`config.mk`:
```
export PLATFORM = sky130hd
export DESIGN_NAME = quadrature_detent_decoder_core
export DESIGN_NICKNAME = d
export VERILOG_FILES = /design/src/qdd_pkg.sv /design/src/quadrature_detent_decoder_core.sv
export SDC_FILE = /design/constraint.sdc
export NUM_CORES = 1
export LEC_CHECK = 0
export BUFFER_PORTS_ARGS = -buffer_cell sky130_fd_sc_hd__buf_4
export CORE_ASPECT_RATIO = 0.6
export CORE_UTILIZATION = 50
export DETAILED_ROUTE_END_ITERATION = 10
export PLACE_DENSITY = 0.72
export SLEW_MARGIN = 15
export SYNTH_ARGS = -nofsm -noshare
export SYNTH_HDL_FRONTEND = slang
export SYNTH_SLANG_ARGS = --single-unit
```
`constraint.sdc`:
```
create_clock -name clock -period 3.65 [get_ports clock]
set_clock_uncertainty 0.05 [all_clocks]
set_input_delay 1.095 -clock clock [delete_from_list [all_inputs] [get_ports clock]]
set_output_delay 1.095 -clock clock [all_outputs]
set_load 0.01 [all_outputs]
```
`src/qdd_pkg.sv`:
```
// Package with types and constants of the quadrature detent decoder.
package qdd_pkg;

   // Phase codes of the detent sequence.
   localparam logic [2:0] PH_WAIT   = 3'd0;
   localparam logic [2:0] PH_FIRST  = 3'd1;
   localparam logic [2:0] PH_MIDDLE = 3'd2;
   localparam logic [2:0] PH_LAST   = 3'd3;
   localparam logic [2:0] PH_RESYNC = 3'd4;

   // Step event codes.
   localparam logic [1:0] EV_NONE = 2'd0;
   localparam logic [1:0] EV_FWD  = 2'd1;
   localparam logic [1:0] EV_REV  = 2'd2;

   // Configuration register indexes.
   localparam logic [2:0] CSR_SETTLE_TICKS   = 3'd0;
   localparam logic [2:0] CSR_WAIT_LIMIT     = 3'd1;
   localparam logic [2:0] CSR_CODE_IDLE      = 3'd2;
   localparam logic [2:0] CSR_CODE_FIRST_FWD = 3'd3;
   localparam logic [2:0] CSR_CODE_FIRST_REV = 3'd4;
   localparam logic [2:0] CSR_CODE_MIDDLE    = 3'd5;
   localparam logic [2:0] CSR_CODE_LAST_FWD  = 3'd6;
   localparam logic [2:0] CSR_CODE_LAST_REV  = 3'd7;

   // Reset values of the configuration registers.
   localparam logic [15:0] RST_SETTLE_TICKS   = 16'd10;
   localparam logic [7:0]  RST_WAIT_LIMIT     = 8'd15;
   localparam logic [1:0]  RST_CODE_IDLE      = 2'd3;
   localparam logic [1:0]  RST_CODE_FIRST_FWD = 2'd2;
   localparam logic [1:0]  RST_CODE_FIRST_REV = 2'd1;
   localparam logic [1:0]  RST_CODE_MIDDLE    = 2'd0;
   localparam logic [1:0]  RST_CODE_LAST_FWD  = 2'd1;
   localparam logic [1:0]  RST_CODE_LAST_REV  = 2'd2;

   // Input transaction payload.
   typedef struct packed {
      logic [1:0] sample_code;
      logic       tick;
   } req_payload_type;

   // Result transaction payload.
   typedef struct packed {
      logic signed [31:0] position;
      logic [1:0]         step_event;
      logic [2:0]         phase_now;
   } rsp_payload_type;

endpackage

```
`src/quadrature_detent_decoder_core.sv`:
```
// Latency: a result appears in the cycle after its input transaction is accepted.
// Throughput: one transaction per cycle unless the result side stalls; the phase logic
// and the position adder sit between the state and result registers in one pass.
// An input is stalled only while a result waits and the result side stalls.
// Synchronous active-high reset returns the wait phase, a zero position and the
// documented register defaults.
module quadrature_detent_decoder_core (
   input  logic                     clock,
   input  logic                     reset,
   input  logic                     req_valid,
   output logic                     req_stall,
   input  qdd_pkg::req_payload_type req_data,
   output logic                     rsp_valid,
   input  logic                     rsp_stall,
   output qdd_pkg::rsp_payload_type rsp_data,
   input  logic                     csr_we,
   input  logic [2:0]               csr_index,
   input  logic [15:0]              csr_wdata
);

   // Configuration registers.
   logic [15:0] settle_ticks_ff;
   logic [7:0]  wait_limit_ff;
   logic [1:0]  code_idle_ff, code_first_fwd_ff, code_first_rev_ff;
   logic [1:0]  code_middle_ff, code_last_fwd_ff, code_last_rev_ff;

   // Decoder state.
   logic [2:0]  phase_ff, phase_in;
   logic [1:0]  prev_code_ff, prev_code_in;
   logic        fwd_flag_ff, fwd_flag_in;
   logic        rev_flag_ff, rev_flag_in;
   logic [7:0]  wait_count_ff, wait_count_in;
   logic [15:0] settle_left_ff, settle_left_in;
   logic        settling_ff, settling_in;
   logic [31:0] count_ff, count_in;

   // Result register.
   logic                     rsp_valid_ff, rsp_valid_in;
   qdd_pkg::rsp_payload_type rsp_data_ff, rsp_data_in;

   logic       req_take;
   logic       changed;
   logic       start_dly;
   logic       waited;
   logic [8:0] wait_inc;
   logic [1:0] event_code;

   // Accept whenever the result register is empty or being drained.
   assign req_stall = rsp_valid_ff && rsp_stall;
   assign req_take  = req_valid && !req_stall;
   assign changed   = (req_data.sample_code != prev_code_ff);
   assign wait_inc  = {1'b0, wait_count_ff} + 9'd1;

   // Next state of the detent sequence for the transaction at the input.
   always_comb begin
      phase_in       = phase_ff;
      prev_code_in   = prev_code_ff;
      fwd_flag_in    = fwd_flag_ff;
      rev_flag_in    = rev_flag_ff;
      wait_count_in  = wait_count_ff;
      settle_left_in = settle_left_ff;
      settling_in    = settling_ff;
      count_in       = count_ff;
      event_code     = qdd_pkg::EV_NONE;
      start_dly      = 1'b0;
      waited         = 1'b0;

      if (settling_ff) begin
         if (req_data.tick) begin
            settle_left_in = settle_left_ff - 16'd1;
            if (settle_left_ff == 16'd1) begin
               settling_in = 1'b0;
            end
         end
      end else begin
         unique case (phase_ff)
            qdd_pkg::PH_WAIT: begin
               if (changed) begin
                  if (req_data.sample_code == code_first_rev_ff) begin
                     phase_in    = qdd_pkg::PH_FIRST;
                     rev_flag_in = 1'b1;
                  end else if (req_data.sample_code == code_first_fwd_ff) begin
                     phase_in    = qdd_pkg::PH_FIRST;
                     fwd_flag_in = 1'b1;
                  end else begin
                     phase_in    = qdd_pkg::PH_RESYNC;
                     fwd_flag_in = 1'b0;
                     rev_flag_in = 1'b0;
                  end
                  wait_count_in = '0;
                  prev_code_in  = req_data.sample_code;
                  start_dly     = 1'b1;
               end
            end
            qdd_pkg::PH_FIRST: begin
               if (!changed) begin
                  waited = 1'b1;
               end else begin
                  wait_count_in = '0;
                  prev_code_in  = req_data.sample_code;
                  start_dly     = 1'b1;
                  if (req_data.sample_code == code_middle_ff) begin
                     phase_in = qdd_pkg::PH_MIDDLE;
                  end else begin
                     phase_in    = qdd_pkg::PH_RESYNC;
                     fwd_flag_in = 1'b0;
                     rev_flag_in = 1'b0;
                  end
               end
            end
            qdd_pkg::PH_MIDDLE: begin
               if (!changed) begin
                  waited = 1'b1;
               end else begin
                  // A last code of the wrong direction keeps the middle phase.
                  if (req_data.sample_code == code_last_rev_ff) begin
                     if (rev_flag_ff) begin
                        phase_in  = qdd_pkg::PH_LAST;
                        start_dly = 1'b1;
                     end
                  end else if (req_data.sample_code == code_last_fwd_ff) begin
                     if (fwd_flag_ff) begin
                        phase_in  = qdd_pkg::PH_LAST;
                        start_dly = 1'b1;
                     end
                  end else begin
                     phase_in    = qdd_pkg::PH_RESYNC;
                     fwd_flag_in = 1'b0;
                     rev_flag_in = 1'b0;
                  end
                  prev_code_in  = req_data.sample_code;
                  wait_count_in = '0;
               end
            end
            qdd_pkg::PH_LAST: begin
               if (!changed) begin
                  waited = 1'b1;
               end else begin
                  if (rev_flag_ff) begin
                     count_in   = count_ff - 32'd1;
                     event_code = qdd_pkg::EV_REV;
                  end else if (fwd_flag_ff) begin
                     count_in   = count_ff + 32'd1;
                     event_code = qdd_pkg::EV_FWD;
                  end
                  fwd_flag_in   = 1'b0;
                  rev_flag_in   = 1'b0;
                  prev_code_in  = req_data.sample_code;
                  wait_count_in = '0;
                  phase_in      = qdd_pkg::PH_WAIT;
               end
            end
            qdd_pkg::PH_RESYNC: begin
               if (changed) begin
                  if (req_data.sample_code == code_idle_ff) begin
                     phase_in = qdd_pkg::PH_WAIT;
                  end
                  prev_code_in = req_data.sample_code;
               end
               start_dly = 1'b1;
            end
            default: begin
               phase_in = phase_ff;
            end
         endcase

         // An unchanged code counts one wait period; too many give up the sequence.
         if (waited) begin
            if (wait_inc > {1'b0, wait_limit_ff}) begin
               wait_count_in = '0;
               phase_in      = qdd_pkg::PH_RESYNC;
               fwd_flag_in   = 1'b0;
               rev_flag_in   = 1'b0;
            end else begin
               wait_count_in = wait_inc[7:0];
               start_dly     = 1'b1;
            end
         end

         // A zero settle time enters no delay at all.
         if (start_dly && (settle_ticks_ff != 16'd0)) begin
            settle_left_in = settle_ticks_ff;
            settling_in    = 1'b1;
         end
      end
   end

   // Result register: load on an accepted transaction, clear when taken.
   always_comb begin
      rsp_valid_in = rsp_valid_ff;
      rsp_data_in  = rsp_data_ff;
      if (req_take) begin
         rsp_valid_in           = 1'b1;
         rsp_data_in.position   = count_in;
         rsp_data_in.step_event = event_code;
         rsp_data_in.phase_now  = phase_in;
      end else if (!rsp_stall) begin
         rsp_valid_in = 1'b0;
      end
   end

   // Configuration writes.
   always_ff @(posedge clock) begin
      if (reset) begin
         settle_ticks_ff   <= qdd_pkg::RST_SETTLE_TICKS;
         wait_limit_ff     <= qdd_pkg::RST_WAIT_LIMIT;
         code_idle_ff      <= qdd_pkg::RST_CODE_IDLE;
         code_first_fwd_ff <= qdd_pkg::RST_CODE_FIRST_FWD;
         code_first_rev_ff <= qdd_pkg::RST_CODE_FIRST_REV;
         code_middle_ff    <= qdd_pkg::RST_CODE_MIDDLE;
         code_last_fwd_ff  <= qdd_pkg::RST_CODE_LAST_FWD;
         code_last_rev_ff  <= qdd_pkg::RST_CODE_LAST_REV;
      end else if (csr_we) begin
         unique case (csr_index)
            qdd_pkg::CSR_SETTLE_TICKS:   settle_ticks_ff   <= csr_wdata;
            qdd_pkg::CSR_WAIT_LIMIT:     wait_limit_ff     <= csr_wdata[7:0];
            qdd_pkg::CSR_CODE_IDLE:      code_idle_ff      <= csr_wdata[1:0];
            qdd_pkg::CSR_CODE_FIRST_FWD: code_first_fwd_ff <= csr_wdata[1:0];
            qdd_pkg::CSR_CODE_FIRST_REV: code_first_rev_ff <= csr_wdata[1:0];
            qdd_pkg::CSR_CODE_MIDDLE:    code_middle_ff    <= csr_wdata[1:0];
            qdd_pkg::CSR_CODE_LAST_FWD:  code_last_fwd_ff  <= csr_wdata[1:0];
            qdd_pkg::CSR_CODE_LAST_REV:  code_last_rev_ff  <= csr_wdata[1:0];
            default:                     settle_ticks_ff   <= settle_ticks_ff;
         endcase
      end
   end

   // Decoder state advances on each accepted transaction.
   always_ff @(posedge clock) begin
      if (reset) begin
         phase_ff       <= qdd_pkg::PH_WAIT;
         prev_code_ff   <= '0;
         fwd_flag_ff    <= 1'b0;
         rev_flag_ff    <= 1'b0;
         wait_count_ff  <= '0;
         settle_left_ff <= '0;
         settling_ff    <= 1'b0;
         count_ff       <= '0;
      end else if (req_take) begin
         phase_ff       <= phase_in;
         prev_code_ff   <= prev_code_in;
         fwd_flag_ff    <= fwd_flag_in;
         rev_flag_ff    <= rev_flag_in;
         wait_count_ff  <= wait_count_in;
         settle_left_ff <= settle_left_in;
         settling_ff    <= settling_in;
         count_ff       <= count_in;
      end
   end

   // Result valid under reset; payload has none.
   always_ff @(posedge clock) begin
      if (reset) begin
         rsp_valid_ff <= 1'b0;
      end else begin
         rsp_valid_ff <= rsp_valid_in;
      end
   end

   always_ff @(posedge clock) begin
      rsp_data_ff <= rsp_data_in;
   end

   assign rsp_valid = rsp_valid_ff;
   assign rsp_data  = rsp_data_ff;

endmodule

```
# [After elaboration in Yosys (flattened, before gate mapping)]
# Index checks and enable logic that the tools add are counted.
[totals] reg_bits=138 inputBits=27 word_cells=152
[op_classes] add_sub_neg=4 order_cmp=1 n_eq_ne=21 mux=74 n_bitwise=3 n_reduce_logical=28
[op_table] operator="2-to-1 mux 32 bit" n=5
[op_table] operator="2-to-1 mux 16 bit" n=3
[op_table] operator="2-to-1 mux 3 bit" n=16
[op_table] operator="2-to-1 mux 1 bit" n=41
[op_table] operator="adder 32 x 1 -> 32 bit, second input constant" n=1
[op_table] operator="2-to-1 mux 8 bit" n=4
[op_table] operator="subtractor 32 x 1 -> 32 bit, second input constant" n=1
[op_table] operator="AND reduction 2 bit" n=9
[op_table] operator="== test 16 x 1 -> 1 bit, second input constant" n=1
[op_table] operator="nonzero test 16 bit" n=1
[op_table] operator="subtractor 16 x 1 -> 16 bit, second input constant" n=1
[op_table] operator="== test 3 bit, second input constant" n=5
[op_table] operator="one-hot mux 3 bit (5 select lines)" n=1
[op_table] operator="== test 2 bit" n=6
[op_table] operator="== test 3 x 2 -> 1 bit, second input constant" n=4
[op_table] operator="adder 8 x 1 -> 9 bit, second input constant" n=1
[op_table] operator="> comparator 9 x 8 -> 1 bit" n=1
[op_table] operator="one-hot mux 1 bit (4 select lines)" n=2
[op_table] operator="AND reduction 4 bit" n=2
[op_table] operator="OR reduction 4 bit" n=2
[op_table] operator="== test 3 x 1 -> 1 bit, second input constant" n=2
[op_table] operator="logical NOT 3 bit" n=2
[op_table] operator="nonzero test 2 bit" n=3
[op_table] operator="OR reduction 3 bit" n=2
[op_table] operator="11 further kinds" n=15

# [Longest topological paths before layout]
# Gate-level depths: netlist of the first run.
[logic_depth] depth_word=11 depth_mapped=13 mapped_depth_nobuf=12

# [Worst setup path before layout of the first run]
# OpenSTA, ideal clock, no wires.
[synth_path] kind="input to register" start="input rsp_stall" end="register count_ff[13]" setup_time_ps=128 arrival_time_ps=3298 setup_slack_ps=174 cell_stages=7 cell_sequence="and2_1 nand2b_1 inv_1 clkbuf_1 nand3_1 xor2_1 nor2_1"
[synth_via] elab_chain_len=3
[synth_rtl] element="start, declared" line="quadrature_detent_decoder_core.sv:14" rtl="input logic rsp_stall,"
[synth_rtl] element="logical AND 1 bit" line="quadrature_detent_decoder_core.sv:49" rtl="assign req_stall = rsp_valid_ff && rsp_stall;"
[synth_rtl] element="logical NOT 1 bit" line="quadrature_detent_decoder_core.sv:50" rtl="assign req_take = req_valid && !req_stall;"
[synth_rtl] element="logical AND 1 bit" line="quadrature_detent_decoder_core.sv:50"
[synth_rtl] element="named net req_take" line="quadrature_detent_decoder_core.sv:41" rtl="logic req_take;"
[synth_rtl] element="end signal, assigned" line="quadrature_detent_decoder_core.sv:247" rtl="count_ff <= count_in;"
[synth_rtl] element="end, declared" line="quadrature_detent_decoder_core.sv:35" rtl="logic [31:0] count_ff, count_in;"
# The timed path passes the listed nets, and every way through them passes these cells.
# A chain may end at the register's enable or synchronous reset.

# [Worst setup path after layout of the first run]
[layout_path] start="register wait_count_ff[0]" end="register settle_left_ff[9]"
[layout_via] elab_chain_len=8
[layout_rtl] element="start, declared" line="quadrature_detent_decoder_core.sv:32" rtl="logic [7:0] wait_count_ff, wait_count_in;"
[layout_rtl] element="start signal, assigned" line="quadrature_detent_decoder_core.sv:244" rtl="wait_count_ff <= wait_count_in;"
[layout_rtl] element="adder 8 x 1 -> 9 bit" line="quadrature_detent_decoder_core.sv:52" rtl="assign wait_inc = {1'b0, wait_count_ff} + 9'd1;"
[layout_rtl] element="> comparator 9 x 8 -> 1 bit" line="quadrature_detent_decoder_core.sv:169" rtl="if (wait_inc > {1'b0, wait_limit_ff}) begin"
[layout_rtl] element="2-to-1 mux 1 bit" line="quadrature_detent_decoder_core.sv:169"
[layout_rtl] element="2-to-1 mux 1 bit" line="quadrature_detent_decoder_core.sv:168" rtl="if (waited) begin"
[layout_rtl] element="2-to-1 mux 1 bit" line="quadrature_detent_decoder_core.sv:68" rtl="if (settling_ff) begin"
[layout_rtl] element="logical AND 1 bit" line="quadrature_detent_decoder_core.sv:181" rtl="if (start_dly && (settle_ticks_ff != 16'd0)) begin"
[layout_rtl] element="nonzero test 2 bit (no source line)"
[layout_rtl] element="AND reduction 3 bit (no source line)"
[layout_rtl] element="end signal, assigned" line="quadrature_detent_decoder_core.sv:245" rtl="settle_left_ff <= settle_left_in;"
[layout_rtl] element="end, declared" line="quadrature_detent_decoder_core.sv:33" rtl="logic [15:0] settle_left_ff, settle_left_in;"
# Every way passes these cells. The select of a mux whose other input is x is not followed.

==> results of run 1 <==
==> synthesized netlist by cell type (all sizes together), types with 15 or more instances <==
library cell and instances:
inv 29, buf 24, nor3 26, dfxtp 101, nor4 15, o21ai 28, nand2 123, nand3 34
mux2i 24, clkbuf 31, xor2 34, or3 21, a21oi 49, xnor2 47, nor2 101, edfxtp 37
==> power by group through the flow <==
| stage | Clock, mW | Sequential, mW | Combinational (mW) |
|---|---|---|---|
| finish | 1.77 | 1.67 | 0.515 |
| global route | 1.86 | 1.68 | 0.567 |
| CTS | 1.78 | 1.67 | 0.507 |
| detailed placement | 0 | 1.70 | 0.504 |
| global placement | 0 | 1.70 | 0.500 |
| floorplan | 0 | 1.70 | 0.337 |
==> flip-flops by register name, indices dropped and copies added, names as in the netlist <==
| register | cells |
|---|---|
| settle_left_ff | 16 |
| wait_count_ff | 8 |
| settling_ff | 1 |
| rev_flag_ff | 1 |
| code_last_rev_ff | 2 |
| rsp_data | 37 |
| prev_code_ff | 2 |
| count_ff | 32 |
| wait_limit_ff | 8 |
| code_middle_ff | 2 |
| fwd_flag_ff | 1 |
| code_idle_ff | 2 |
| rsp_valid | 1 |
| settle_ticks_ff | 16 |
| code_first_rev_ff | 2 |
| code_first_fwd_ff | 2 |
| phase_ff | 3 |
| code_last_fwd_ff | 2 |
==> metal layers <==
metal  vias up  GRT usage  share of wire
met5         -          0              0
met1      3128      0.423           0.53
met4         0     0.0659         0.0094
met2       288      0.312           0.37
met3        21     0.0559          0.086
li1       3237          -              -
==> cells in the final DEF, fill, tap and decap left out, types with 7 or more instances in the layout <==
cell | synthesis | layout
a21oi_1 | 49 | 49
a311oi_1 | 8 | 8
a31oi_1 | 10 | 10
and3_1 | 9 | 9
buf_4 | 4 | 86
clkbuf_16 | 0 | 17
dfxtp_1 | 101 | 101
edfxtp_1 | 37 | 37
ha_1 | 13 | 13
inv_1 | 29 | 28
mux2i_1 | 24 | 24
nand2_1 | 122 | 122
nand3_1 | 34 | 34
nand4_1 | 11 | 11
nor2_1 | 101 | 101
nor3_1 | 25 | 25
nor4_1 | 15 | 15
o211ai_1 | 7 | 7
o21ai_0 | 26 | 26
or3_1 | 21 | 21
xnor2_1 | 47 | 47
xor2_1 | 34 | 34
==> worst max-delay path by stage <==
stage / start / end / slack [ns] / cells after the start
after floorplan: rsp_stall / count_ff[13]$_SDFFE_PP0P_ / 0.17 / 7
after global placement: req_data[1] / count_ff[31]$_SDFFE_PP0P_ / 0.37 / 7
after detailed placement: req_data[1] / count_ff[31]$_SDFFE_PP0P_ / 0.30 / 7
after CTS: wait_count_ff[0]$_SDFFE_PP0P_ / settle_left_ff[9]$_SDFFE_PP0P_ / 0.32 / 13
after global routing: wait_count_ff[0]$_SDFFE_PP0P_ / rsp_data[0]$_DFFE_PP_ / 0.004 / 12
final: wait_count_ff[0]$_SDFFE_PP0P_ / settle_left_ff[9]$_SDFFE_PP0P_ / 0.27 / 13
==> logic make-up (layout without fill, tap and decap cells) <==
kind of cell	Yosys count	in the layout	share of synthesized area
AND/OR/NAND/NOR	385	385	0.246
AO/OA/AOI/OAI	158	158	0.139
flip-flops	138	138	0.415
buffers and inverters	84	147	0.0489
XOR/XNOR	81	81	0.0939
multiplexers	27	27	0.0363
adder cells (fa/ha/maj)	13	13	0.0215
==> metrics by stage <==
| step | setup WS, ns | hold WS, ns | power, mW | std cells |
|---|---|---|---|---|
| 5_1_grt | 0.00434 | 0.435 | 4.10 | 1147 |
| 2_1_floorplan | 0.174 | 0.386 | 2.03 | 886 |
| 3_3_place_gp | 0.372 | 0.396 | 2.20 | 1115 |
| 6_report | 0.266 | 0.410 | 3.95 | 1147 |
| 3_5_place_dp | 0.301 | 0.400 | 2.21 | 1115 |
| 4_1_cts | 0.320 | 0.409 | 3.96 | 1147 |
==> area by class of cell <==
cell class / count / share of cell area
clock inverters: 15 / 0.0195
flip-flops and latches: 138 / 0.356
repair buffers: 86 / 0.0735
inverters: 29 / 0.0124
well taps: 198 / 0.0282
multi-input cells: 664 / 0.462
clock buffers: 17 / 0.0484
==> worst max-delay path, delay by kind of cell (launching register included) <==
family	cells	cell delay [ns]
adders and majority gates	2	0.55
xor gates and xnor gates	1	0.10
and+or+nand+nor	6	1.20
AOI/OAI and AO/OA	2	0.44
DFF	1	0.39
buffers and inverters	1	0.18
muxes	1	0.36
==> results_dict.tcl, run 1 <==
set metrics [dict create \
    cp_common_cell "nor2_1" \
    period_share 0.927 \
    cts-buffers-inserted 17 \
    ff2ff_path_depth 13 \
    grt_pass1_wl_um 31500 \
    antenna_cells 0 \
    status "finished, final reports clean" \
    stdcell_area_um2 8790 \
    p_sw_mw 1.05 \
    nets 976 \
    gp_congestion 0.912 \
    synthArstFlopShare 0 \
    critPathArrivalTime_ns 3.64 \
    hold-path-endpoint "wait_limit_ff[7]$_SDFFE_PP0P_" \
    clkPwrFrac 0.447 \
    route.detailed.drc 0 \
    coreArea_um2 14600 \
    synth_top_area_frac 0.268 \
    ys_ff_latch 138 \
    slowest_stage "dfxtp_1" \
    hp-start "wait_limit_ff[7]$_SDFFE_PP0P_" \
    hpwl_um 13900 \
    hold_viol 0 \
    clk_pin_slew_worst_paths_ns 0.06 \
    ant_nets 0 \
    hp-class "register to register" \
    drive_gt1_frac 0.146 \
    power.density_nw_per_um2 450 \
    post-route-util 0.601 \
    grt_remaining_overflow 0 \
    fmax_mhz 295 \
    start_util 0.516 \
    cts_hold_buffers 0 \
    synthTopCellsByArea "dfxtp_1 27%, edfxtp_1 15%, nand2_1 6.1%" \
    required_ns 3.91 \
    cts_num_sinks 138 \
    worst_r2r_endpoint "settle_left_ff[9]$_SDFFE_PP0P_" \
    grt_pass1_vias 5939 \
    ys_types 71 \
    first_pass_iters 5 \
    rows 34 \
    io_buffers 65 \
    r2r-start "wait_count_ff[0]$_SDFFE_PP0P_" \
    fin_setup_tns_ns 0 \
    fillCellCount 1313 \
    multi_input_area_um2 4060 \
    cp-end-kind "register" \
    worstMarginPinSlew_ns 0.906 \
    r2r_slack_ns 0.27 \
    path_cells "ha_1, nand3_1, nor2_1, xor2_1, ha_1, nand4_1, nor3_1, o211ai_1, a311oi_1, buf_4, nor2_1, nor2_1, mux2_2" \
    avgRoutedWirePerCell_um 16.8 \
    grt_start_max_net_pins 53 \
    cpPeakStageDelay_ns 0.39 \
    syn_to_final_growth_pct 16.4 \
    synth_edf_count 37 \
    synth_cells 886 \
    h-tree-depth 4 \
    final.min_clock_period_ns 3.38 \
    ioPinCount 66 \
    grt_usage 0.254 \
    clock_path_buffers 2 \
    synth-main-ff-cell "dfxtp_1" \
    ys_warn_count 0 \
    dieArea_um2 15600 \
    start_kind "register" \
    seqCellArea_um2 3130 \
    syn_area_per_cell_um2 8.52 \
    rsz0062_at_grt "false" \
    vdd_drop_max_mv 0.257 \
    drv_cap 0 \
    placed_area_um2 8190 \
    synth_area_leader_cell "dfxtp_1" \
    netlist_area_um2 7550 \
    viasPerCell 5.82 \
    cts_setup_buffers 0 \
    via_count 6674 \
    antenna_found_initial 0 \
    ctsResizeCount 0 \
    root_buffer "clkbuf_16" \
    worstSkewPairLatency_ns 0.42 \
    routed_wl_um 19200 \
    slew_viol_final 0 \
    seq_area_frac_synth 0.415 \
    worstSetupPathType "register to register" \
    first_iter_violations 680 \
    power_frac_seq 0.423 \
    die_h_um 97.2 \
    cts_tree "yes" \
    relSlewSlack 0.395 \
    internal_power_mw 2.90 \
    setup_violations 0 \
    holdPathStages 2 \
    combPwrFrac 0.130 \
    die_w_um 161 \
    syn_nets 926 \
    p_leak_nw 3.31 \
    swShare 0.266 \
    crit_fanout 5 \
]
(Power assumes the default switching activity.)
==> run 2, diff against run 1 <==
--- a/config.mk
+++ b/config.mk
@@ -6,10 +6,12 @@
 export NUM_CORES = 1
 export LEC_CHECK = 0
 export BUFFER_PORTS_ARGS = -buffer_cell sky130_fd_sc_hd__buf_4
+export CELL_PAD_IN_SITES_DETAIL_PLACEMENT = 1
+export CELL_PAD_IN_SITES_GLOBAL_PLACEMENT = 1
 export CORE_ASPECT_RATIO = 0.6
-export CORE_UTILIZATION = 50
+export CORE_UTILIZATION = 46
 export DETAILED_ROUTE_END_ITERATION = 10
-export PLACE_DENSITY = 0.72
+export PLACE_DENSITY = 0.84
 export SLEW_MARGIN = 15
 export SYNTH_ARGS = -nofsm -noshare
 export SYNTH_HDL_FRONTEND = slang
==> run 2 against run 1 <==
Via count up 4.3%. Largest power group unchanged. First-iteration DRC count down 10%. Highest routed layer unchanged. Fmax down 3.8%. Cell area up 0.13%. Non-clock buffer count down 2. Core utilization down 3.9 points. Critical path depth unchanged. Worst hold slack better by 0.0070 ns. Sequential share of layout area about the same. Critical endpoint is now settle_left_ff[8]$_SDFFE_PP0P_.
==> results_dict.tcl, run 2 (same netlist as run 1, synthesis figures left out) <==
set metrics [dict create \
    final.min_clock_period_ns 3.52 \
    slew_viol_final 0 \
    p_sw_mw 1.09 \
    rsz0062_at_grt "true" \
    crit_fanout 5 \
    status "finished, final reports clean" \
    start_kind "register" \
    cts-buffers-inserted 17 \
    fin_setup_tns_ns 0 \
    coreArea_um2 15700 \
    relSlewSlack 0.329 \
    clkPwrFrac 0.444 \
    antenna_cells 0 \
    worstSkewPairLatency_ns 0.43 \
    grt_pass1_wl_um 37500 \
    ant_nets 0 \
    cp-end-kind "register" \
    cts_setup_buffers 0 \
    routed_wl_um 23600 \
    first_iter_violations 610 \
    nets 974 \
    gp_congestion 0.910 \
    fillCellCount 1843 \
    vdd_drop_max_mv 0.229 \
    first_pass_iters 5 \
    p_leak_nw 3.30 \
    drv_cap 0 \
    avgRoutedWirePerCell_um 20.5 \
    setup_violations 0 \
    io_buffers 65 \
    viasPerCell 6.06 \
    grt_start_max_net_pins 66 \
    period_share 0.963 \
    route.detailed.drc 0 \
    swShare 0.272 \
    clk_pin_slew_worst_paths_ns 0.06 \
    clock_path_buffers 2 \
    worstMarginPinSlew_ns 1.00 \
    hold_viol 0 \
    dieArea_um2 17000 \
    power_frac_seq 0.419 \
    grt_pass1_vias 6757 \
    hp-class "register to register" \
    largest_reg_flops 37 \
    start_util 0.482 \
    required_ns 3.91 \
    grt_remaining_overflow 0 \
    internal_power_mw 2.90 \
    ioPinCount 66 \
    final_cell_mix "122 x nand2_1, 101 x dfxtp_1, 99 x nor2_1, 83 x buf_4, 49 x a21oi_1" \
    syn_to_final_growth_pct 16.5 \
    cts_tree "yes" \
    cts_num_sinks 138 \
    antenna_found_initial 0 \
    die_h_um 101 \
    final_common_cell "nand2_1" \
    fmax_mhz 284 \
    critPathArrivalTime_ns 3.78 \
    grt_usage 0.285 \
    drive_gt1_frac 0.148 \
    rows 35 \
    root_buffer "clkbuf_16" \
    hpwl_um 16400 \
    fin_hold_ws_ns 0.417 \
    die_w_um 167 \
    h-tree-depth 4 \
    power.density_nw_per_um2 453 \
    via_count 6964 \
    combPwrFrac 0.137 \
    worstSetupPathType "register to register" \
]
-- run 2: cell types whose count changed in the layout (fill, tap and decap cells not counted), sizes merged --
cell	delta
clkbuf	+7
bufinv	-2
inv	-1
clkinv	-3
buf	-2
clkinvlp	-1
-- run 2: area by class of cell --
type	count	area (µm²)	area share
well taps	203	254	0.0289
clock inverters	8	80.1	0.00910
multi-input cells	664	4070	0.462
repair buffers	84	634	0.0721
clock buffers	24	524	0.0596
inverters	29	109	0.0124
flip-flops and latches	138	3130	0.356
-- run 2: worst max-delay path, stage by stage (launching register included) --
cell and delay [ns]:
dfxtp_1 0.40, ha_1 0.26, nand3_1 0.22, buf_4 0.22, xnor2_1 0.12, ha_1 0.31
nand4_1 0.17, o221ai_1 0.31, o211ai_1 0.13, a311oi_1 0.32, buf_4 0.19, nor2_1 0.09
nor2_1 0.25, mux2_2 0.37
-- run 2: power by group through the flow --
stage / Combinational (mW) / Sequential (mW) / Clock, mW
floorplan: 0.337 / 1.70 / 0
global placement: 0.508 / 1.70 / 0
detailed placement: 0.520 / 1.70 / 0
CTS: 0.533 / 1.67 / 1.79
global route: 0.590 / 1.68 / 1.85
finish: 0.546 / 1.67 / 1.77
-- run 2: path summary, 6_finish.rpt --
check / cells after the start / slack (ns) / endpoint / start
min: 2 / 0.42 / wait_limit_ff[6]$_SDFFE_PP0P_ / wait_limit_ff[6]$_SDFFE_PP0P_
max reg2reg: 13 / 0.13 / settle_left_ff[8]$_SDFFE_PP0P_ / wait_count_ff[0]$_SDFFE_PP0P_
min reg2reg: 2 / 0.42 / wait_limit_ff[6]$_SDFFE_PP0P_ / wait_limit_ff[6]$_SDFFE_PP0P_
max: 13 / 0.13 / settle_left_ff[8]$_SDFFE_PP0P_ / wait_count_ff[0]$_SDFFE_PP0P_
-- run 2: timing repair --
item                                    in CTS  in global routing
endpoints found under the setup margin       0                  7
gates resized for setup                      0                  4
hold buffers                                 0                  0
-- run 2: metrics by stage --
stage | area [µm²] | std cells | utilization | setup slack [ns] | power [mW]
finish | 8800 | 1150 | 0.561 | 0.133 | 3.99
global route | 8800 | 1150 | 0.561 | -0.00418 | 4.11
CTS | 8790 | 1150 | 0.560 | 0.150 | 3.99
detailed placement | 8180 | 1118 | 0.522 | 0.254 | 2.22
global placement | 8180 | 1118 | 0.522 | 0.402 | 2.21
floorplan | 7550 | 886 | - | 0.174 | 2.03
-- run 2: layer usage --
layer / vias up / global-route usage / part of all wire
li1: 3232 / - / -
met1: 3440 / 0.434 / 0.51
met2: 259 / 0.407 / 0.41
met3: 33 / 0.0461 / 0.068
met4: 0 / 0.0932 / 0.013
met5: - / 0 / 0
